`src/hw/rtl/held_key_repeat_engine_unit_assert.svh`:
```
// Assertion macros shared by the held key repeat engine RTL.
// Needs clk_i and rst_ni in the scope of each use.
`ifndef HELD_KEY_REPEAT_ENGINE_UNIT_ASSERT_SVH
`define HELD_KEY_REPEAT_ENGINE_UNIT_ASSERT_SVH

// Check that a condition implies a consequence in the same cycle.
`define HKRE_ASSERT_SAME(label, cond, cons, msg) \
  label: assert property (@(posedge clk_i) disable iff (!rst_ni) (cond) |-> (cons)) \
    else $error(msg);

// Check that a condition implies a consequence in the next cycle.
`define HKRE_ASSERT_NEXT(label, cond, cons, msg) \
  label: assert property (@(posedge clk_i) disable iff (!rst_ni) (cond) |=> (cons)) \
    else $error(msg);

`endif

```
`src/hw/rtl/hkre_pkg.sv`:
```
// Package for the held key repeat engine: sizes, codes, beat and control types.
// No dependencies.
package hkre_pkg;

  localparam int MaxHeldKeys = 8;
  localparam int IdxW        = (MaxHeldKeys > 1) ? $clog2(MaxHeldKeys) : 1;
  localparam int CntW        = $clog2(MaxHeldKeys + 1);

  localparam int KeyW  = 8;
  localparam int TimeW = 32;
  localparam int ModeW = 2;

  // Event kinds carried in the mode field
  localparam logic [ModeW-1:0] ModeKeyDown = 2'd0;
  localparam logic [ModeW-1:0] ModeKeyUp   = 2'd1;
  localparam logic [ModeW-1:0] ModeTick    = 2'd2;

  // Configuration register indexes
  localparam int CfgIdxW = 1;
  localparam logic [CfgIdxW-1:0] CfgInitialDelay = 1'd0;
  localparam logic [CfgIdxW-1:0] CfgRepeatPeriod = 1'd1;

  localparam logic [TimeW-1:0] ResetInitialDelay = 32'd600000000;
  localparam logic [TimeW-1:0] ResetRepeatPeriod = 32'd40000000;

  typedef struct packed {
    logic [ModeW-1:0] mode;
    logic [KeyW-1:0]  key_code;
    logic             is_modifier;
    logic [TimeW-1:0] elapsed;
  } in_item_t;

  typedef struct packed {
    logic [KeyW-1:0] out_key;
    logic            is_repeat;
    logic            last_result;
  } out_item_t;

  typedef enum logic [1:0] {
    StIdle,
    StWalk,
    StFlush
  } state_e;

  typedef enum logic [1:0] {
    TblNone,
    TblInsert,
    TblRemove,
    TblWrite
  } tbl_op_e;

  typedef struct packed {
    tbl_op_e          op;
    logic [KeyW-1:0]  key;
    logic [TimeW-1:0] cd;
    logic [IdxW-1:0]  idx;
  } tbl_ctrl_t;

  typedef struct packed {
    logic             hit;
    logic             full;
    logic [CntW-1:0]  count;
    logic [KeyW-1:0]  rd_key;
    logic [TimeW-1:0] rd_cd;
  } tbl_stat_t;

endpackage

```
`src/hw/rtl/hkre_key_table.sv`:
```
// Held key table kept sorted by key code, with countdowns, as a row of cells.
// Depends on hkre_pkg.
module hkre_key_table import hkre_pkg::*; (
  input  logic      clk_i,
  input  logic      rst_ni,
  input  tbl_ctrl_t ctrl_i,
  output tbl_stat_t stat_o
);

  logic [KeyW-1:0]  key_q [MaxHeldKeys];
  logic [KeyW-1:0]  key_d [MaxHeldKeys];
  logic [TimeW-1:0] cd_q  [MaxHeldKeys];
  logic [TimeW-1:0] cd_d  [MaxHeldKeys];
  logic [CntW-1:0]  cnt_q, cnt_d;

  logic [MaxHeldKeys-1:0] lt, eq;
  logic [CntW-1:0]        rank;

  // Compare the key against every held cell; rank is both insert and match slot
  always_comb begin
    rank = '0;
    for (int i = 0; i < MaxHeldKeys; i++) begin
      lt[i] = (CntW'(i) < cnt_q) && (key_q[i] < ctrl_i.key);
      eq[i] = (CntW'(i) < cnt_q) && (key_q[i] == ctrl_i.key);
      rank  = rank + CntW'(lt[i]);
    end
  end

  // Shift cells up on insert, down on remove, or load one countdown
  always_comb begin
    key_d = key_q;
    cd_d  = cd_q;
    cnt_d = cnt_q;
    unique case (ctrl_i.op)
      TblInsert: begin
        for (int i = 1; i < MaxHeldKeys; i++) begin
          if (CntW'(i) > rank) begin
            key_d[i] = key_q[i-1];
            cd_d[i]  = cd_q[i-1];
          end
        end
        for (int i = 0; i < MaxHeldKeys; i++) begin
          if (CntW'(i) == rank) begin
            key_d[i] = ctrl_i.key;
            cd_d[i]  = ctrl_i.cd;
          end
        end
        cnt_d = cnt_q + CntW'(1);
      end
      TblRemove: begin
        for (int i = 0; i < MaxHeldKeys - 1; i++) begin
          if (CntW'(i) >= rank) begin
            key_d[i] = key_q[i+1];
            cd_d[i]  = cd_q[i+1];
          end
        end
        cnt_d = cnt_q - CntW'(1);
      end
      TblWrite: begin
        cd_d[ctrl_i.idx] = ctrl_i.cd;
      end
      default: begin
      end
    endcase
  end

  always_ff @(posedge clk_i or negedge rst_ni) begin
    if (!rst_ni) begin
      cnt_q <= '0;
    end else begin
      cnt_q <= cnt_d;
    end
  end

  // Cell payload needs no reset: cells above the count are never read
  always_ff @(posedge clk_i) begin
    key_q <= key_d;
    cd_q  <= cd_d;
  end

  assign stat_o.hit    = |eq;
  assign stat_o.full   = (cnt_q == CntW'(MaxHeldKeys));
  assign stat_o.count  = cnt_q;
  assign stat_o.rd_key = key_q[ctrl_i.idx];
  assign stat_o.rd_cd  = cd_q[ctrl_i.idx];

endmodule

```
`src/hw/rtl/held_key_repeat_engine_unit.sv`:
```
// Top level of the held key repeat engine: sequencer, shared countdown unit,
// output register. Depends on hkre_pkg, hkre_key_table and the assertion header.
//
//  channel | direction | handshake           | beat
//  in      | in        | in_valid_i/in_stall_o   | in_item_t
//  out     | out       | out_valid_o/out_stall_i | out_item_t
//  cfg     | in        | cfg_valid_i/cfg_ready_o | cfg_index_i, cfg_data_i
//
// Key up is handled when it is accepted. Key down: insert, then hand the press beat over.
// Tick: accept, one step per held key, end of walk, flush; one shared subtract and
// compare unit walks the held keys in ascending key order.
// A stalled output holds the sequencer only when a second beat is ready behind it.
// Reset empties the table and loads the default delay and period; no sweep.
`include "held_key_repeat_engine_unit_assert.svh"

module held_key_repeat_engine_unit import hkre_pkg::*; (
  input  logic                clk_i,
  input  logic                rst_ni,
  input  logic                in_valid_i,
  output logic                in_stall_o,
  input  in_item_t            in_i,
  output logic                out_valid_o,
  input  logic                out_stall_i,
  output out_item_t           out_o,
  input  logic                cfg_valid_i,
  output logic                cfg_ready_o,
  input  logic [CfgIdxW-1:0]  cfg_index_i,
  input  logic [TimeW-1:0]    cfg_data_i
);

  state_e           state_q, state_d;
  logic [CntW-1:0]  ptr_q, ptr_d;
  logic [TimeW-1:0] elapsed_q, elapsed_d;
  logic             pend_valid_q, pend_valid_d;
  logic [KeyW-1:0]  pend_key_q, pend_key_d;
  logic             pend_rep_q, pend_rep_d;
  logic [TimeW-1:0] initial_delay_q, repeat_period_q;
  logic             out_valid_q;
  out_item_t        out_q;

  tbl_ctrl_t        tbl_ctrl;
  tbl_stat_t        tbl_stat;

  logic             in_accept, out_free, push;
  out_item_t        push_item;
  logic [TimeW:0]   diff;
  logic             expire;

  hkre_key_table u_table (
    .clk_i  (clk_i),
    .rst_ni (rst_ni),
    .ctrl_i (tbl_ctrl),
    .stat_o (tbl_stat)
  );

  assign in_stall_o  = (state_q != StIdle);
  assign in_accept   = in_valid_i && !in_stall_o;
  assign out_free    = !out_valid_q || !out_stall_i;
  assign cfg_ready_o = 1'b1;

  // Shared unit: countdown minus elapsed, expiry when it does not exceed
  assign diff   = {1'b0, tbl_stat.rd_cd} - {1'b0, elapsed_q};
  assign expire = diff[TimeW] || (diff[TimeW-1:0] == '0);

  // Sequencer: next state, table control and output pushes
  always_comb begin
    state_d      = state_q;
    ptr_d        = ptr_q;
    elapsed_d    = elapsed_q;
    pend_valid_d = pend_valid_q;
    pend_key_d   = pend_key_q;
    pend_rep_d   = pend_rep_q;
    tbl_ctrl.op  = TblNone;
    tbl_ctrl.key = in_i.key_code;
    tbl_ctrl.cd  = initial_delay_q;
    tbl_ctrl.idx = ptr_q[IdxW-1:0];
    push         = 1'b0;
    push_item    = '0;
    unique case (state_q)
      StIdle: begin
        if (in_accept) begin
          case (in_i.mode)
            ModeKeyDown: begin
              if (!in_i.is_modifier && !tbl_stat.hit && !tbl_stat.full) begin
                tbl_ctrl.op  = TblInsert;
                pend_valid_d = 1'b1;
                pend_key_d   = in_i.key_code;
                pend_rep_d   = 1'b0;
                state_d      = StFlush;
              end
            end
            ModeKeyUp: begin
              if (!in_i.is_modifier && tbl_stat.hit) begin
                tbl_ctrl.op = TblRemove;
              end
            end
            ModeTick: begin
              elapsed_d    = in_i.elapsed;
              ptr_d        = '0;
              pend_valid_d = 1'b0;
              state_d      = StWalk;
            end
            default: begin
            end
          endcase
        end
      end
      StWalk: begin
        if (ptr_q == tbl_stat.count) begin
          state_d = StFlush;
        end else if (!expire) begin
          tbl_ctrl.op = TblWrite;
          tbl_ctrl.cd = diff[TimeW-1:0];
          ptr_d       = ptr_q + CntW'(1);
        end else if (!pend_valid_q || out_free) begin
          // Hand the previous repeat over, not last, and hold this one back
          push                  = pend_valid_q;
          push_item.out_key     = pend_key_q;
          push_item.is_repeat   = 1'b1;
          push_item.last_result = 1'b0;
          tbl_ctrl.op  = TblWrite;
          tbl_ctrl.cd  = repeat_period_q;
          pend_valid_d = 1'b1;
          pend_key_d   = tbl_stat.rd_key;
          pend_rep_d   = 1'b1;
          ptr_d        = ptr_q + CntW'(1);
        end
      end
      StFlush: begin
        if (!pend_valid_q) begin
          state_d = StIdle;
        end else if (out_free) begin
          push                  = 1'b1;
          push_item.out_key     = pend_key_q;
          push_item.is_repeat   = pend_rep_q;
          push_item.last_result = 1'b1;
          pend_valid_d = 1'b0;
          state_d      = StIdle;
        end
      end
      default: begin
        state_d = StIdle;
      end
    endcase
  end

  always_ff @(posedge clk_i or negedge rst_ni) begin
    if (!rst_ni) begin
      state_q      <= StIdle;
      ptr_q        <= '0;
      pend_valid_q <= 1'b0;
      out_valid_q  <= 1'b0;
    end else begin
      state_q      <= state_d;
      ptr_q        <= ptr_d;
      pend_valid_q <= pend_valid_d;
      if (push) begin
        out_valid_q <= 1'b1;
      end else if (!out_stall_i) begin
        out_valid_q <= 1'b0;
      end
    end
  end

  // Payload registers: pending beat, tick time, output beat
  always_ff @(posedge clk_i) begin
    elapsed_q  <= elapsed_d;
    pend_key_q <= pend_key_d;
    pend_rep_q <= pend_rep_d;
    if (push) begin
      out_q <= push_item;
    end
  end

  // Configuration registers
  always_ff @(posedge clk_i or negedge rst_ni) begin
    if (!rst_ni) begin
      initial_delay_q <= ResetInitialDelay;
      repeat_period_q <= ResetRepeatPeriod;
    end else if (cfg_valid_i && cfg_ready_o) begin
      unique case (cfg_index_i)
        CfgInitialDelay: initial_delay_q <= cfg_data_i;
        CfgRepeatPeriod: repeat_period_q <= cfg_data_i;
        default: begin
        end
      endcase
    end
  end

  assign out_valid_o = out_valid_q;
  assign out_o       = out_q;

  `HKRE_ASSERT_SAME(a_push_free, push, !out_valid_q || !out_stall_i, "output beat overwritten")
  `HKRE_ASSERT_SAME(a_idle_no_pend, state_q == StIdle, !pend_valid_q, "pending beat lost")
  `HKRE_ASSERT_SAME(a_ptr_range, state_q == StWalk, ptr_q <= tbl_stat.count, "walk overran")
  `HKRE_ASSERT_NEXT(a_tick_walk, in_accept && in_i.mode == ModeTick, state_q == StWalk, "tick not walked")

endmodule

```
`config.mk`:
```
export PLATFORM = sky130hd
export DESIGN_NAME = held_key_repeat_engine_unit
export DESIGN_NICKNAME = d
export VERILOG_FILES = /design/src/hw/rtl/hkre_pkg.sv /design/src/hw/rtl/hkre_key_table.sv /design/src/hw/rtl/held_key_repeat_engine_unit.sv
export VERILOG_INCLUDE_DIRS = /design/src /design/src/hw/rtl
export SDC_FILE = /design/constraint.sdc
export NUM_CORES = 1
export LEC_CHECK = 0
export ABC_AREA = 1
export BUFFER_PORTS_ARGS = -buffer_cell sky130_fd_sc_hd__clkbuf_2
export CAP_MARGIN = 25
export CORE_MARGIN = 10
export CORE_UTILIZATION = 44
export CTS_CLUSTER_DIAMETER = 100
export DETAILED_ROUTE_END_ITERATION = 8
export GPL_TIMING_DRIVEN = 1
export SLEW_MARGIN = 20
export SYNTH_ARGS = -nofsm -noshare
export SYNTH_HDL_FRONTEND = slang
export SYNTH_SLANG_ARGS = --single-unit
```
`constraint.sdc`:
```
create_clock -name clk_i -period 10.02 [get_ports clk_i]
set_input_delay 0 -clock clk_i [delete_from_list [all_inputs] [get_ports clk_i]]
set_output_delay 0 -clock clk_i [all_outputs]
set_load 0.005 [all_outputs]
```
* After elaboration in Yosys (flattened, before gate mapping)
Cells that the tools add are included.
W data, S select, Z words.
** Word-level totals
- Bits in registers :: 447
- Bits of input ports :: 81
- Output and inout bits :: 13
- Logic and storage cells :: 308
** Operators by class
- Add/sub/neg operators :: 11
- Order comparisons :: 32
- Equality and inequality tests :: 52
- Mux-type cells :: 116
- Bitwise operators :: 2
- Reduce and logical (&&, ||, !) cells :: 66
** Operators by type and width (number)
- $mux W32 :: 29
- $pmux W224 S3 :: 1
- $bwmux W256 :: 1
- $mux W8 :: 30
- $pmux W56 S2 :: 1
- $bmux W32 S3 :: 1
- $demux W32 S3 :: 1
- $eq A8 B8 Y1 :: 8
- $lt A8 B8 Y1 :: 8
- $pmux W32 S2 :: 1
- $mux W10 :: 5
- $reduce_and A3 Y1 :: 15
- $sub A32 B32 Y33 :: 1
- $logic_not A32 Y1 :: 1
- $add A4 B1 Y4 :: 6
- $bmux W8 S3 :: 1
- $ne A3 B1 Y1 const B :: 8
- $ne A2 B1 Y1 const B :: 11
- $logic_and A1 B1 Y1 :: 21
- $mux W2 :: 10
- $mux W4 :: 5
- $pmux W10 S2 :: 1
- $mux W1 :: 18
- $eq A3 B4 Y1 const A :: 4
- 40 further kinds :: 91

* Logic depth before layout (Yosys ltp)
- Depth in word-level cells :: 13
- Depth in mapped cells :: 41
- Depth with buffers taken out :: 38

* Cells and area by module
A second synthesis with hierarchy kept.
** Second synthesis, totals
- Cells, all modules :: 5392
- Area, all modules :: 35373.9 µm²
** By module, submodules not included
- hkre_key_table :: times used 1, cells each 4165, area each 26994.6 µm², sequential area each 9709.3 µm²
- held_key_repeat_engine_unit :: times used 1, cells each 1227, area each 8379.3 µm², sequential area each 3355.7 µm²

* Worst setup path before layout
OpenSTA, ideal clock, no wires.
- Path type :: reg-to-reg
- Start :: reg ptr_q[2]
- End :: reg u_table.cd_q[160] (netlist name), enable pin
- Setup time :: 0.391 ns
- Arrival time :: 7.316 ns
- Data required time :: 9.629 ns
- Setup slack :: 2.313 ns
- Cell stages (with the launch flop) :: 37
- Buffers on the path :: 4
- Period minus slack after synthesis :: 7.707 ns
- Cell sequence :: dfrtp_1 clkbuf_1 inv_1 nor3_1 clkinv_1 clkbuf_1 o2111ai_1 inv_1 ha_1 inv_1 fa_1 nand2_1 inv_1 nand2_1 nand2_2 nand2_1 nand2_2 nand2_1 nand3_1 nand2_1 nand2_1 nor2_1 nand2_1 nor2_2 nand3_4 nand2_8 buf_6 a21oi_1 inv_1 o21ai_0 inv_1 ha_1 clkbuf_1 nor2_1 inv_1 a21oi_1 o21a_1
** On the way
- Cells in the longest elaborated chain, start to end :: 13
- Elaborated cells on any way between the ends :: 18
- Classes of those cells :: 1 x add/sub; 6 x eq/ne; 6 x mux; 1 x bitwise; 4 x reduce/logical
** RTL lines
- start, declared :: RTL line held_key_repeat_engine_unit.sv:32 : logic [CntW-1:0] ptr_q, ptr_d;
- start signal, assigned :: RTL line held_key_repeat_engine_unit.sv:155 : ptr_q <= ptr_d;
- $not A3 Y4 (not written as such) :: RTL line hkre_key_table.sv:85 : assign stat_o.rd_cd = cd_q[ctrl_i.idx];
- $bmux W32 S3 :: RTL line hkre_key_table.sv:85
- $mux W32 (not written as such) (2 in a row) :: RTL line hkre_key_table.sv:85
- $sub A32 B32 Y33 :: RTL line held_key_repeat_engine_unit.sv:62 : assign diff = {1'b0, tbl_stat.rd_cd} - {1'b0, elapsed_q};
- $logic_not A32 Y1 :: RTL line held_key_repeat_engine_unit.sv:63 : assign expire = diff[TimeW] || (diff[TimeW-1:0] == '0);
- $logic_or A1 B1 Y1 :: RTL line held_key_repeat_engine_unit.sv:63
- $mux W2 :: RTL line held_key_repeat_engine_unit.sv:111 : end else if (!expire) begin
- $mux W2 * :: RTL line held_key_repeat_engine_unit.sv:109 : if (ptr_q == tbl_stat.count) begin
- $pmux W2 S2 * :: RTL line held_key_repeat_engine_unit.sv:79 : unique case (state_q)
- $eq A2 B1 Y1 or $eq A2 B2 Y1 (tied branches) :: RTL line hkre_key_table.sv:34 : unique case (ctrl_i.op)
- $ne A3 B1 Y1 (no source line) (tied with other cells)
- $reduce_and A3 Y1 (no source line) *
- end signal, assigned :: RTL line hkre_key_table.sv:78 : cd_q <= cd_d;
- end, declared :: RTL line hkre_key_table.sv:12 : logic [TimeW-1:0] cd_q [MaxHeldKeys];
Every way passes the cells marked *; elsewhere a longest branch is shown, timed or not. The select of a mux whose other input is x is not followed.
A chain may end at the register's enable or synchronous reset.

* Worst setup path in the final report
- Start :: reg ptr_q[2]
- End :: reg u_table.cd_q[234] (netlist name), enable pin
** On the way
- Cells in the longest elaborated chain, start to end :: 13
- Elaborated cells on any way between the ends :: 18
- Classes of those cells :: 1 x add/sub; 6 x eq/ne; 6 x mux; 1 x bitwise; 4 x reduce/logical
** RTL lines (RTL line)
- $not A3 Y4 (not written as such) :: hkre_key_table.sv:85
- $bmux W32 S3 :: hkre_key_table.sv:85
- $mux W32 (not written as such) (2 in a row) :: hkre_key_table.sv:85
- $sub A32 B32 Y33 :: held_key_repeat_engine_unit.sv:62
- $logic_not A32 Y1 :: held_key_repeat_engine_unit.sv:63
- $logic_or A1 B1 Y1 :: held_key_repeat_engine_unit.sv:63
- $mux W2 :: held_key_repeat_engine_unit.sv:111
- $mux W2 * :: held_key_repeat_engine_unit.sv:109
- $pmux W2 S2 * :: held_key_repeat_engine_unit.sv:79
- $eq A2 B2 Y1 or $eq A2 B1 Y1 (tied branches) :: hkre_key_table.sv:34
- $ne A2 B1 Y1 (no source line) or $reduce_bool A3 Y1 (tied branches)
- $reduce_and A3 Y1 (no source line) *
Marks and branches as above.

==> metrics.txt <==
CTS root buffer clkbuf_16; Slew @ Worst Pin 1182 ps; Final Util 0.4913; Seq/Total Area, Yosys 0.3901; yosys warns 0; Startpoint Class register; initial antenna violation count 1; Max Cap Viol 0; Core ar. 75700 um^2; met1 WL 52090 um; largest net degree at the start of global routing 194; post-route setup TNS 0 ps; library cells used by synthesis 56; initial DRC count 4287; GRT overflow 0; DRC Markers 0; CP endpoint kind register; synthesized cell area 33490 um^2; uppermost layer routed met4; Cells after Synth 4659; TritonCTS Buffers 53; Post-synth ARST share 0.1700; post-route clock period utilization 0.8002; CTS tree built; clk_skew 38.46 ps; metal2 WL 58580 um; final setup violation count 0; met3 WL post-DR 12650 um; port buffer count 92; vias per inst 5.874; Top Ports 94; Initial Util 0.4424; via count 33.42k; global-route wire length before repair 193600 um; kind of critical path register to register; CP dominant cell by count nand2_1; clock-pin slew on the worst setup and hold paths 60 ps; Max stage delay on crit path 760 ps; hold crit path type input pin to register; Post-Route WL 129500 um; Final #Nets 4864; ys flop type edfxtp_1; Setup Buffers After CTS 0; # H-tree levels 2; vias in the first global route 31.07k; Detailed Routing Iterations Pass 1 7; RSZ-0062 raised after global routing no; Die W 295.9 um; critical path fanouts, max 37; Arrival @ worst endpoint 8260 ps; Syn Area/Cell 7.188 um^2; DIE AREA 87550 um^2; WL per Instance 22.76 um; Slowest cell on crit path inv_2; row cnt 101; ANT nets after route 0; Pins Over Slew Limit 0; proportion of layout cells with a drive suffix above 1 0.09703; Hold Vio Cnt, Final 0; RePlAce Congestion 0.9716; Max clock buf depth 3; CP top delay family buffers and inverters; relative slew slack 0.2119; min Tclk post-route 8018 ps; Synth-to-Final Area Change 11.04%; GR Util All Layers 0.2874; Seq cells post-synth 447; post-synth net total 4857; Worst EP required 10260 ps; Hold WS 21.04 ps; EDFF count, synth 371; Max Freq 124.7 MHz; Buffers & Inverters on Critical Path 9; worst-skew pair later-pin latency 650 ps; status completed; die height 295.9 um; dpl hpwl 82020 um; clock sink count 447
## state kept, by name, summed over array words and instances, names as in the netlist, 2 cells and up
signal / count
elapsed_q: 32
initial_delay_q: 32
out_o: 10
pend_key_q: 8
ptr_q: 4
repeat_period_q: 32
state_q: 2
u_table.cd_q: 256
u_table.cnt_q: 4
u_table.key_q: 64
## kinds of logic (layout without fill, tap and decap cells)
group / count (synthesis) / count (layout) / share of synthesized area
simple gates: 2237 / 2237 / 0.2819
mux: 2 / 2 / 0.0005978
xor+xnor: 14 / 14 / 0.003661
other cells: 1 / 2 / 0.0001120
buf+inv: 855 / 906 / 0.1049
compound gates: 986 / 986 / 0.1739
fa+ha+maj: 117 / 117 / 0.04483
flops: 447 / 447 / 0.3901
## cells in the final DEF, fill, tap and decap left out, types with 70 or more instances in the layout
cell type	netlist	routed
a21oi_1	531	529
buf_4	1	70
clkbuf_2	0	91
dlygate4sd3_1	0	81
edfxtp_1	371	371
ha_1	112	111
inv_1	542	534
nand2_1	1561	1555
nand3_1	323	323
nor2_1	214	207
o21ai_0	205	205
## routing by layer
metal / global-route usage / vias to the layer above
met2: 0.4595 / 1923
met3: 0.04692 / 322
li1: - / 15481
met1: 0.3792 / 15693
met5: 0 / -
met4: 0.1279 / 0
## layout make-up
class	instances	area (um^2)
fill	7410	38510
multi-input combinational	3357	17090
sequential	447	13070
inverter	557	2103
timing repair buffer	250	1958
clock buffer	59	1349
tap	978	1224
clock inverter	40	395.4
antenna	1	2.502
## cell usage after synthesis (3+ instances only)
cell	count	area [um^2]
a211oi_1	4	30.03
a22oi_2	22	275.3
nand3_2	43	430.4
nand2_2	23	143.9
nand3b_1	7	52.55
clkinv_1	10	37.54
nand4_1	11	68.82
xor2_1	7	61.31
fa_1	5	100.1
clkbuf_1	227	852.1
o211ai_2	23	287.8
o21ai_0	205	1026
buf_6	37	416.7
nand2_1	1561	5859
inv_2	5	18.77
nor2_1	214	803.3
ha_1	112	1401
o22ai_1	45	281.5
nor3_1	19	95.09
dfrtp_1	58	1451
edfxtp_1	371	11140
nor2_2	5	31.28
o21a_1	3	22.52
buf_1	14	52.55
dfstp_2	18	473.0
a21oi_1	531	2658
a32oi_1	5	43.79
a22oi_1	39	292.8
xnor2_1	7	61.31
nand3_1	323	1617
inv_1	542	2034
a31oi_1	12	75.07
buf_2	19	95.09
nand2_4	22	247.7
a221oi_1	48	420.4
o211ai_1	8	60.06
a41oi_1	3	26.28
o2111ai_1	27	236.5
## through the flow
step                cells  instance area (um^2)  setup slack (ps)
floorplan            4659                 33490              2313
global placement     5505                 34550              2280
detailed placement   5507                 34590              2170
CTS                  5686                 37140              2169
global route         5688                 37180              1540
finish               5689                 37190              2002
## what timing repair did
action | CTS | global route
hold endpoints to repair | 185 | 14
resized for setup | 0 | 0
hold buffers | 80 | 1
## worst register-to-register path: cells and delay by family, from the launching register on
family / cells / cell delay [ps]
flip-flops: 1 / 510
adder cells (fa/ha/maj): 2 / 860
AND/OR/NAND/NOR: 18 / 2380
buffers and inverters: 9 / 2480
AO/OA/AOI/OAI: 6 / 1370
## path summary, 6_finish.rpt
kind / slack (ps) / cells after the start / to / startpoint
max in group asynchronous: 9050 / 4 / initial_delay_q[23] / rst_ni
worst max register to register: 2000 / 35 / u_table.cd_q[234] / ptr_q[2]
worst max-delay path: 2000 / 35 / u_table.cd_q[234] / ptr_q[2]
min in group asynchronous: 360 / 3 / initial_delay_q[20] / rst_ni
worst min register to register: 490 / 2 / repeat_period_q[13] / repeat_period_q[13]
worst min-delay path: 20 / 6 / pend_valid_q / in_i[42]
Power is left out: the tool's default activity adds up to more than one toggle a clock period on the data nets, which glitch-free logic cannot reach.
